**config.mk**
```make
export PLATFORM = sky130hd
export DESIGN_NAME = per_station_sequence_dedup
export DESIGN_NICKNAME = d
export VERILOG_FILES = /design/src/rtl/psd_pkg.sv /design/src/rtl/per_station_sequence_dedup.sv /design/src/rtl/psd_table.sv
export SDC_FILE = /design/constraint.sdc
export NUM_CORES = 1
export LEC_CHECK = 0
export ABC_AREA = 1
export BUFFER_PORTS_ARGS = -buffer_cell sky130_fd_sc_hd__buf_2
export CORE_MARGIN = 2
export CORE_UTILIZATION = 25
export CTS_CLUSTER_DIAMETER = 30
export DETAILED_ROUTE_END_ITERATION = 16
export GPL_TIMING_DRIVEN = 1
export RECOVER_POWER = 25
export REMOVE_ABC_BUFFERS = 1
export SKIP_CTS_REPAIR_TIMING = 1
export SLEW_MARGIN = 40
export SYNTH_ARGS = -nofsm -noshare
export SYNTH_HDL_FRONTEND = slang
export SYNTH_SLANG_ARGS = --single-unit
```
**constraint.sdc**
```tcl
create_clock -name clk -period 2.9 [get_ports clk]
set_clock_uncertainty 0.05 [all_clocks]
set_input_delay 0.29 -clock clk [delete_from_list [all_inputs] [get_ports clk]]
set_output_delay 0.29 -clock clk [all_outputs]
set_load 0.005 [all_outputs]
```
**src/rtl/psd_pkg.sv**
```systemverilog
`timescale 1ns / 1ps
`default_nettype none
package psd_pkg;

	// Default table depth, one entry per station
	localparam int NUM_STATIONS_DEF = 32;

	localparam logic [7:0] SEQ_MAX       = 8'd254;
	localparam logic [7:0] SEQ_NONE      = 8'd255;
	localparam logic [7:0] SEQ_RESET     = 8'd0;
	localparam logic [7:0] MIN_LEN_RESET = 8'd5;

	// Item modes
	localparam logic [1:0] MODE_TX_QUERY = 2'd0;
	localparam logic [1:0] MODE_TX_DONE  = 2'd1;
	localparam logic [1:0] MODE_RX       = 2'd2;

	// Configuration register indexes
	localparam logic CFG_ENABLE  = 1'b0;
	localparam logic CFG_MIN_LEN = 1'b1;

	typedef enum logic [2:0] {
		V_OK        = 3'd0,
		V_STRIPPED  = 3'd1,
		V_WHOLE     = 3'd2,
		V_SHORT     = 3'd3,
		V_UNKNOWN   = 3'd4,
		V_DUP       = 3'd5,
		V_NOT_READY = 3'd6
	} verdict_t;

	typedef enum logic {
		ST_IDLE = 1'b0,
		ST_EXEC = 1'b1
	} state_t;

endpackage
`default_nettype wire

```
**src/rtl/per_station_sequence_dedup.sv**
```systemverilog
`timescale 1ns / 1ps
`default_nettype none
// The item and the table read are registered on accept; done and the result are registered from the execute state.
// Each item is a table read, then decide-and-write; no new item is taken while busy.
// busy is high for the one cycle the table read data is evaluated.
// Results cannot be stalled: done is a single-cycle strobe.
// Reset: async, active low; tables read as reset values at once, no clearing pass.
module per_station_sequence_dedup #(
	parameter int NUM_STATIONS = psd_pkg::NUM_STATIONS_DEF
) (
	input  wire logic       clk,
	input  wire logic       arst_n,
	input  wire logic       cfg_we,
	input  wire logic       cfg_addr,
	input  wire logic [7:0] cfg_wdata,
	input  wire logic       start,
	output logic            busy,
	input  wire logic [1:0] mode,
	input  wire logic [7:0] station,
	input  wire logic       is_broadcast,
	input  wire logic       acked,
	input  wire logic [7:0] seq_in,
	input  wire logic [7:0] frame_len,
	output logic            done,
	output logic      [7:0] seq_out,
	output logic            add_seq,
	output logic      [2:0] verdict
);

	localparam int IDX_W = (NUM_STATIONS > 1) ? $clog2(NUM_STATIONS) : 1;

	psd_pkg::state_t state_q, state_nx;

	logic             enable_q;
	logic [7:0]       min_len_q;
	logic             accept;
	logic             known;

	logic [1:0]       mode_s1;
	logic [IDX_W-1:0] idx_s1;
	logic             known_s1;
	logic             bcast_s1;
	logic             acked_s1;
	logic [7:0]       seq_s1;
	logic [7:0]       len_s1;

	logic [7:0]       next_rd;
	logic [7:0]       last_rd;
	logic             next_we;
	logic [7:0]       next_wd;
	logic             last_we;

	logic [7:0]          res_seq;
	logic                res_add;
	psd_pkg::verdict_t   res_verdict;

	logic                done_q;
	logic [7:0]          seq_out_q;
	logic                add_seq_q;
	psd_pkg::verdict_t   verdict_q;

	assign accept = start && !busy;
	assign known  = station < 8'(NUM_STATIONS);

	// Configuration registers
	always_ff @(posedge clk or negedge arst_n) begin
		if (!arst_n) begin
			enable_q  <= 1'b0;
			min_len_q <= psd_pkg::MIN_LEN_RESET;
		end else if (cfg_we) begin
			case (cfg_addr)
				psd_pkg::CFG_ENABLE:  enable_q  <= cfg_wdata[0];
				psd_pkg::CFG_MIN_LEN: min_len_q <= cfg_wdata;
				default:              enable_q  <= enable_q;
			endcase
		end
	end

	// Item capture
	always_ff @(posedge clk) begin
		if (accept) begin
			mode_s1  <= mode;
			idx_s1   <= station[IDX_W-1:0];
			known_s1 <= known;
			bcast_s1 <= is_broadcast;
			acked_s1 <= acked;
			seq_s1   <= seq_in;
			len_s1   <= frame_len;
		end
	end

	// Tables; read issued on accept, written in the execute cycle
	psd_table #(
		.DEPTH   (NUM_STATIONS),
		.IDX_W   (IDX_W),
		.RST_VAL (psd_pkg::SEQ_RESET)
	) u_next_tbl (
		.clk     (clk),
		.arst_n  (arst_n),
		.rd_en   (accept && known),
		.rd_addr (station[IDX_W-1:0]),
		.rd_data (next_rd),
		.wr_en   (next_we),
		.wr_addr (idx_s1),
		.wr_data (next_wd)
	);

	psd_table #(
		.DEPTH   (NUM_STATIONS),
		.IDX_W   (IDX_W),
		.RST_VAL (psd_pkg::SEQ_NONE)
	) u_last_tbl (
		.clk     (clk),
		.arst_n  (arst_n),
		.rd_en   (accept && known),
		.rd_addr (station[IDX_W-1:0]),
		.rd_data (last_rd),
		.wr_en   (last_we),
		.wr_addr (idx_s1),
		.wr_data (seq_s1)
	);

	// State register
	always_ff @(posedge clk or negedge arst_n) begin
		if (!arst_n) begin
			state_q <= psd_pkg::ST_IDLE;
		end else begin
			state_q <= state_nx;
		end
	end

	// Next state and busy
	always_comb begin
		state_nx = state_q;
		busy     = 1'b0;
		case (state_q)
			psd_pkg::ST_IDLE: begin
				if (start) begin
					state_nx = psd_pkg::ST_EXEC;
				end
			end
			psd_pkg::ST_EXEC: begin
				busy     = 1'b1;
				state_nx = psd_pkg::ST_IDLE;
			end
			default: state_nx = psd_pkg::ST_IDLE;
		endcase
	end

	// Decision and write-back
	always_comb begin
		res_seq     = 8'd0;
		res_add     = 1'b0;
		res_verdict = psd_pkg::V_OK;
		next_we     = 1'b0;
		next_wd     = (next_rd >= psd_pkg::SEQ_MAX) ? 8'd0 : next_rd + 8'd1;
		last_we     = 1'b0;
		case (mode_s1)
			psd_pkg::MODE_TX_QUERY: begin
				if (!enable_q) begin
					res_verdict = psd_pkg::V_NOT_READY;
				end else if (!bcast_s1) begin
					res_seq = known_s1 ? next_rd : psd_pkg::SEQ_NONE;
					res_add = 1'b1;
				end
			end
			psd_pkg::MODE_TX_DONE: begin
				if (!enable_q) begin
					res_verdict = psd_pkg::V_NOT_READY;
				end else begin
					next_we = busy && acked_s1 && !bcast_s1 && known_s1;
				end
			end
			psd_pkg::MODE_RX: begin
				if (len_s1 <= min_len_q) begin
					res_verdict = psd_pkg::V_SHORT;
				end else if (bcast_s1) begin
					res_verdict = psd_pkg::V_WHOLE;
				end else if (!known_s1) begin
					res_verdict = psd_pkg::V_UNKNOWN;
				end else if (seq_s1 == last_rd) begin
					res_verdict = psd_pkg::V_DUP;
				end else begin
					res_verdict = psd_pkg::V_STRIPPED;
					last_we     = busy && (seq_s1 != psd_pkg::SEQ_NONE);
				end
			end
			default: res_verdict = psd_pkg::V_NOT_READY;
		endcase
	end

	// Result strobe
	always_ff @(posedge clk or negedge arst_n) begin
		if (!arst_n) begin
			done_q <= 1'b0;
		end else begin
			done_q <= busy;
		end
	end

	// Result payload
	always_ff @(posedge clk) begin
		if (busy) begin
			seq_out_q <= res_seq;
			add_seq_q <= res_add;
			verdict_q <= res_verdict;
		end
	end

	assign done    = done_q;
	assign seq_out = seq_out_q;
	assign add_seq = add_seq_q;
	assign verdict = verdict_q;

endmodule
`default_nettype wire

```
**src/rtl/psd_table.sv**
```systemverilog
`timescale 1ns / 1ps
`default_nettype none
// Per-station table: synchronous memory with registered read.
// Valid bits cleared at reset make unwritten entries read as RST_VAL.
module psd_table #(
	parameter int         DEPTH   = psd_pkg::NUM_STATIONS_DEF,
	parameter int         IDX_W   = 5,
	parameter logic [7:0] RST_VAL = 8'd0
) (
	input  wire logic             clk,
	input  wire logic             arst_n,
	input  wire logic             rd_en,
	input  wire logic [IDX_W-1:0] rd_addr,
	output logic      [7:0]       rd_data,
	input  wire logic             wr_en,
	input  wire logic [IDX_W-1:0] wr_addr,
	input  wire logic [7:0]       wr_data
);

	logic [7:0]       mem [DEPTH];
	logic [DEPTH-1:0] valid_q;
	logic [7:0]       data_q;
	logic             vld_q;

	// Storage and registered read
	always_ff @(posedge clk) begin
		if (wr_en) begin
			mem[wr_addr] <= wr_data;
		end
		if (rd_en) begin
			data_q <= mem[rd_addr];
			vld_q  <= valid_q[rd_addr];
		end
	end

	// Entry valid bits
	always_ff @(posedge clk or negedge arst_n) begin
		if (!arst_n) begin
			valid_q <= '0;
		end else if (wr_en) begin
			valid_q[wr_addr] <= 1'b1;
		end
	end

	assign rd_data = vld_q ? data_q : RST_VAL;

endmodule
`default_nettype wire

```
After elaboration in Yosys (flattened, before gate mapping):

Memories as Yosys holds them, arrays and structs flattened. A register that Yosys moved wholly into a read port is not among the register bits.
Cells that the tools add are included.

* flip-flop bits (word level): 115
* bits in writable memories: 512
* input port bits: 41
* output and inout bits: 14
* logic and storage cells: 83
* memories: 2

* add/sub/neg operators: 1
* order comparisons: 6
* equality and inequality tests: 4
* muxes and demuxes: 31
* bitwise gates (word level): 6
* reductions and logical operators: 15

Memory list
* u_last_tbl.mem: depth 32, width 8, read ports 1, clocked after Yosys merged registers in 1, wr ports 1, line psd_table.sv:20 `logic [7:0] mem [DEPTH];`
* u_next_tbl.mem: depth 32, width 8, read ports 1, clocked after Yosys merged registers in 1, wr ports 1, line psd_table.sv:20

Operator list (number)
* 32-bit OR: 2
* 8-bit two-way mux: 4
* 1-bit two-way mux: 17
* 3-bit two-way mux: 5
* 5-bit by 6-bit less-than comparator with 1-bit output (second input constant): 2
* 1-bit binary-select mux with 5-bit select: 2
* 8-bit by 1-bit adder with 8-bit output (second input constant): 1
* 8-bit == test: 1
* 8-bit >= comparator (second input constant): 1
* 8-bit less-or-equal comparator: 1
* 8-bit by 6-bit less-than comparator with 1-bit output (second input constant): 1
* 8-bit != test (second input constant): 1
* 1-bit logical AND: 7
* 3-bit one-hot mux with 2 select lines: 1
* 2-bit AND reduction: 3
* 1-bit demux with 5-bit select: 1
* 5-bit by 1-bit >= comparator with 1-bit output (second input constant): 1
* 1-bit NOT: 4
* 3-bit OR reduction: 1
* 2-bit by 1-bit == test with 1-bit output (second input constant): 1
* 2-bit == test (second input constant): 1
* 1-bit zero test: 2
* 2-bit zero test: 1
* 1-bit one-hot mux with 2 select lines: 1
* 2-bit OR reduction: 1

Logic depth before layout (Yosys ltp):

* depth in word-level cells: 9
* gate-level depth with buffers: 13
* mapped depth without buffers: 12

Hierarchy:

From an unflattened synthesis, not the netlist that was laid out.

* cell total of the unflattened synthesis: 2370
* area, all modules: 26588.0 µm²

Modules (own cells, without submodules)
* psd_table: instances 2, cells an instance 1078, area each 12169.2 µm², seq. area each 8758.4 µm²
* per_station_sequence_dedup: instances 1, cells an instance 214, area each 2249.7 µm², seq. area each 1418.9 µm²

Worst setup path after synthesis:

Ideal clock, no wire load.

* kind: register -> register
* start point: reg state_q
* end point: reg u_last_tbl.data_q[0], read port of u_last_tbl.mem, enable pin
* library setup time: 0.441 ns
* data arrival time: 2.475 ns
* data required time: 2.409 ns
* slack: -0.065 ns
* cell stages (with the launch flop): 2
* buffers on the path: 0
* clock period less this slack: 2.965 ns
* cells stage by stage: dfrtp_1 -> nor4_1

* longest elaborated chain between the ends: 4

Ends and longest elaborated chain
* start, declared: line per_station_sequence_dedup.sv:32 `psd_pkg::state_t state_q, state_nx;`
* start signal, assigned: line per_station_sequence_dedup.sv:126 `state_q <= psd_pkg::ST_IDLE;`
* start signal, assigned: line per_station_sequence_dedup.sv:128 `state_q <= state_nx;`
* 1-bit two-way mux: line per_station_sequence_dedup.sv:136 `case (state_q)`
* 1-bit zero test: line per_station_sequence_dedup.sv:62 `assign accept = start && !busy;`
* 1-bit logical AND: line per_station_sequence_dedup.sv:62
* 1-bit logical AND: line per_station_sequence_dedup.sv:115 `.rd_en (accept && known),`
* named net u_last_tbl.rd_en: line psd_table.sv:12 `input wire logic rd_en,`
* end, declared: line psd_table.sv:22 `logic [7:0] data_q;`

The timed path passes the listed nets, and every way through them passes these cells.
A chain may end at the register's enable or synchronous reset.

Final worst setup path:

* start point: reg state_q
* end point: out busy

* longest elaborated chain between the ends: 1

Ends and longest elaborated chain
* 1-bit two-way mux: line per_station_sequence_dedup.sv:136
* end, declared: line per_station_sequence_dedup.sv:17 `output logic busy,`

No other way between the ends.

==> implementation parameters <==
Parameter                              Value

Worst setup path
  Worst Setup Path Type    reg -> out
  Maximum fanout along the worst path    16
  Cell with the largest stage delay on the worst path    clkbuf_1
  Worst path required time    2.56 ns
  Cells along the critical path    clkbuf_1 -> buf_2
  Buffering stage count on the worst path with inverters included    2
  Biggest cell delay along the critical path    0.97 ns
  Type of origin of the critical path    flop
  Critical Path End Type    primary output
  Data arrival, critical path    2.29 ns
  Cell family with most CP delay    buffers and inverters

Synthesis
  Cell types with the highest counts after synthesis    672 x nand2_1, 568 x edfxtp_1, 214 x nor2_1
  Count of flip-flops with a built-in enable after synthesis    568
  Biggest area contributors in the synthesized netlist    edfxtp_1 64%, nand2_1 9.4%, dfrtp_1 6.8%, a21oi_1 3.4%, nor2_1 3.0%
  Cell taking the most area after synthesis    edfxtp_1
  Number of distinct standard cells referenced by the synthesized netlist    29
  Cell Area, Synth    26800 um^2
  Gate count after technology mapping    2399
  Most frequently used cell type in the post-synthesis netlist    nand2_1
  Predominant post-synthesis flop cell    edfxtp_1
  Async set or reset register ratio after synthesis    11.7%
  Post-synthesis sequential area ratio    70.8%
  Share of the synthesized area in the top cell type    63.7%
  Average size of a mapped cell    11.2 um^2
  Yosys reg bits    643
  Total number of yosys warnings    0

Clock tree
  Clock Path Buffers    3
  Deepest level of the CTS H-tree    3
  Clock Pin Slew Worst Setup and Hold Paths    0.05 ns
  Number of buffers inserted during clock tree synthesis    121
  Worst skew pair latency    0.66 ns
  Sink count of the clock tree    643
  Library cell used as clock root buffer    clkbuf_16
  TritonCTS clock tree    yes

Pwr
  Areal power density over the cells    778 nW/um^2
  Leakage power    13.1 nW
  Worst vdd ir    479 uV

Finish
  Number of nets in the layout    2623
  Fraction of layout instances using a drive strength above 1    14.1%
  Synthesis-to-layout area growth    26.1%
  Post-Layout Cell Count    4082
  Core utilization of the finished layout    31.7%

Timing
  Setup repair after global routing missed its margin    no
  Time the final worst path needs with I/O delays and setup    2.63 ns
  Fmax    380 MHz
  Setup violations, final    0
  Final hold slack    0.126 ns
  Worst setup slack after layout    0.271 ns
  Final Cycle Share    90.7%
  Transition at the pin with the smallest max-transition slack    2.53 ns
  Number of pins exceeding their max-slew limit in the final report    168
  Worst max-slew margin expressed relative to the limit    -68.6%
  Final hold vios    0

Place
  Worst slack at placement    0.337 ns
  Routability-driven placement congestion ratio    0.822
  Cell Count Post-Placement    3820
  Sum of net half-perimeters after detailed placement    42.8 mm
  Input/output buffers    54

Detailed routing
  Overall routed net length    70.7 mm
  Vias per cell    4.48
  Residual DRC    0
  Starting DRC count in detailed routing    1628
  Length of the first detailed-routing pass in iterations    5
  Routed via count    18300
  Routed len/inst    17.3 um
  Remaining number of nets flagged by the antenna check after routing    0

GRT
  Wire length of the first global-routing pass    106 mm
  Pin count of the biggest net entering global routing    113
  Number of antenna violations at the first check in global routing    2
  Number of global-route vias before repair    17800
  Total routing usage reported by global routing    12.5%
  Aggregate global routing overflow    0

Floorplan
  Die Outline Area    110000 um^2
  Initial cell density of the core    25.1%
  Horizontal extent of the die    331 um
  Height of the chip    331 um
  Core region area    107000 um^2
  Num rows    120
  Boundary Pins    55

Job
  # Max-Cap Violations    5

Outcome
  Outcome    complete, but fails checks
  Violations in the final reports    capacitance limit, slew limit

Min path
  Worst hold path type    in -> reg
## layout make-up
| type | instances | area [um^2] |
|---|---|---|
| Fill cell | 10600 | 72900 |
| Sequential cell | 643 | 18900 |
| Multi-Input combinational cell | 1465 | 6580 |
| Clock buffer | 129 | 3090 |
| Tap cell | 1403 | 1760 |
| Timing Repair Buffer | 184 | 1460 |
| Clock inverter | 100 | 1320 |
| Inverter | 157 | 598 |
| Antenna cell | 1 | 2.50 |
## where the power goes
part	switching, mW	leakage [nW]	internal [mW]
logic	0.842	4.81	0.354
registers	0.0349	6.17	10.1
clock network	4.88	2.10	10.0
## cells in the final DEF (no fill, tap or decap), drive strengths merged
cell type / count
nand2: 672
edfxtp: 568
nor2: 215
a21oi: 184
inv: 170
nand3: 155
clkbuf: 152
buf: 129
o21ai: 119
dfrtp: 73
o31ai: 65
clkinv: 43
dlygate4sd3: 32
bufinv: 25
clkinvlp: 19
or2: 17
nor3: 15
ha: 10
o21a: 3
nand3b: 3
xor2: 2
dfstp: 2
nor4: 2
diode: 1
nand4: 1
nor3b: 1
a31oi: 1
## registers in the layout, summed over array words and instances (netlist names), 2 cells and up
signal,cells
seq_out,8
len_s1,8
verdict,3
min_len_q,8
u_last_tbl.valid_q,32
u_last_tbl.mem,256
mode_s1,2
u_next_tbl.data_q,8
seq_s1,8
u_next_tbl.valid_q,32
u_next_tbl.mem,256
idx_s1,5
u_last_tbl.data_q,8
## metal layers
metal | up-vias | wire [um] | track usage (%)
met1 | 8890 | 30900 | 17.1
met3 | 145 | 4490 | 2.23
met2 | 634 | 33500 | 20.3
met4 | 2 | 1750 | 3.81
met5 | - | 13 | 0
li1 | 8610 | - | -
## per-stage QoR
stage               power [mW]  instance area (um^2)  TNS, ns
finish                    26.3                 33700        0
detailed placement        11.5                 29100        0
global placement          11.5                 29100        0
global route              27.0                 33700        0
floorplan                 10.9                 26100   -31.47
CTS                       26.4                 33500        0
## worst min-delay path: stages
cell    delay [ns]
buf_2         0.07
or2_2         0.11
nor2_1        0.14
## final timing paths
path / from / to / slack (ns) / cells past startpoint
min in group asynchronous: arst_n / min_len_q[5] / 0.48 / 2
max in group asynchronous: arst_n / u_last_tbl.valid_q[31] / 0.78 / 3
min reg2reg: u_last_tbl.valid_q[0] / u_last_tbl.valid_q[0] / 0.40 / 2
max: state_q / busy / 0.27 / 2
max reg2reg: min_len_q[2] / u_last_tbl.mem[11][2] / 0.28 / 11
min: station[7] / known_s1 / 0.13 / 3
## logic make-up (layout without fill, tap and decap cells)
kind of cell    Yosys count  in the layout  synth area share [%]
simple gates           1081           1081                  16.3
flops                   643            643                  70.8
compound gates          372            372                  7.60
buf+inv                 291            570                  4.83
fa+ha+maj                10             10                 0.468
xor+xnor                  2              2                0.0655
other cells               0              1                     0
Note: power is estimated with default switching activity, not from simulation.
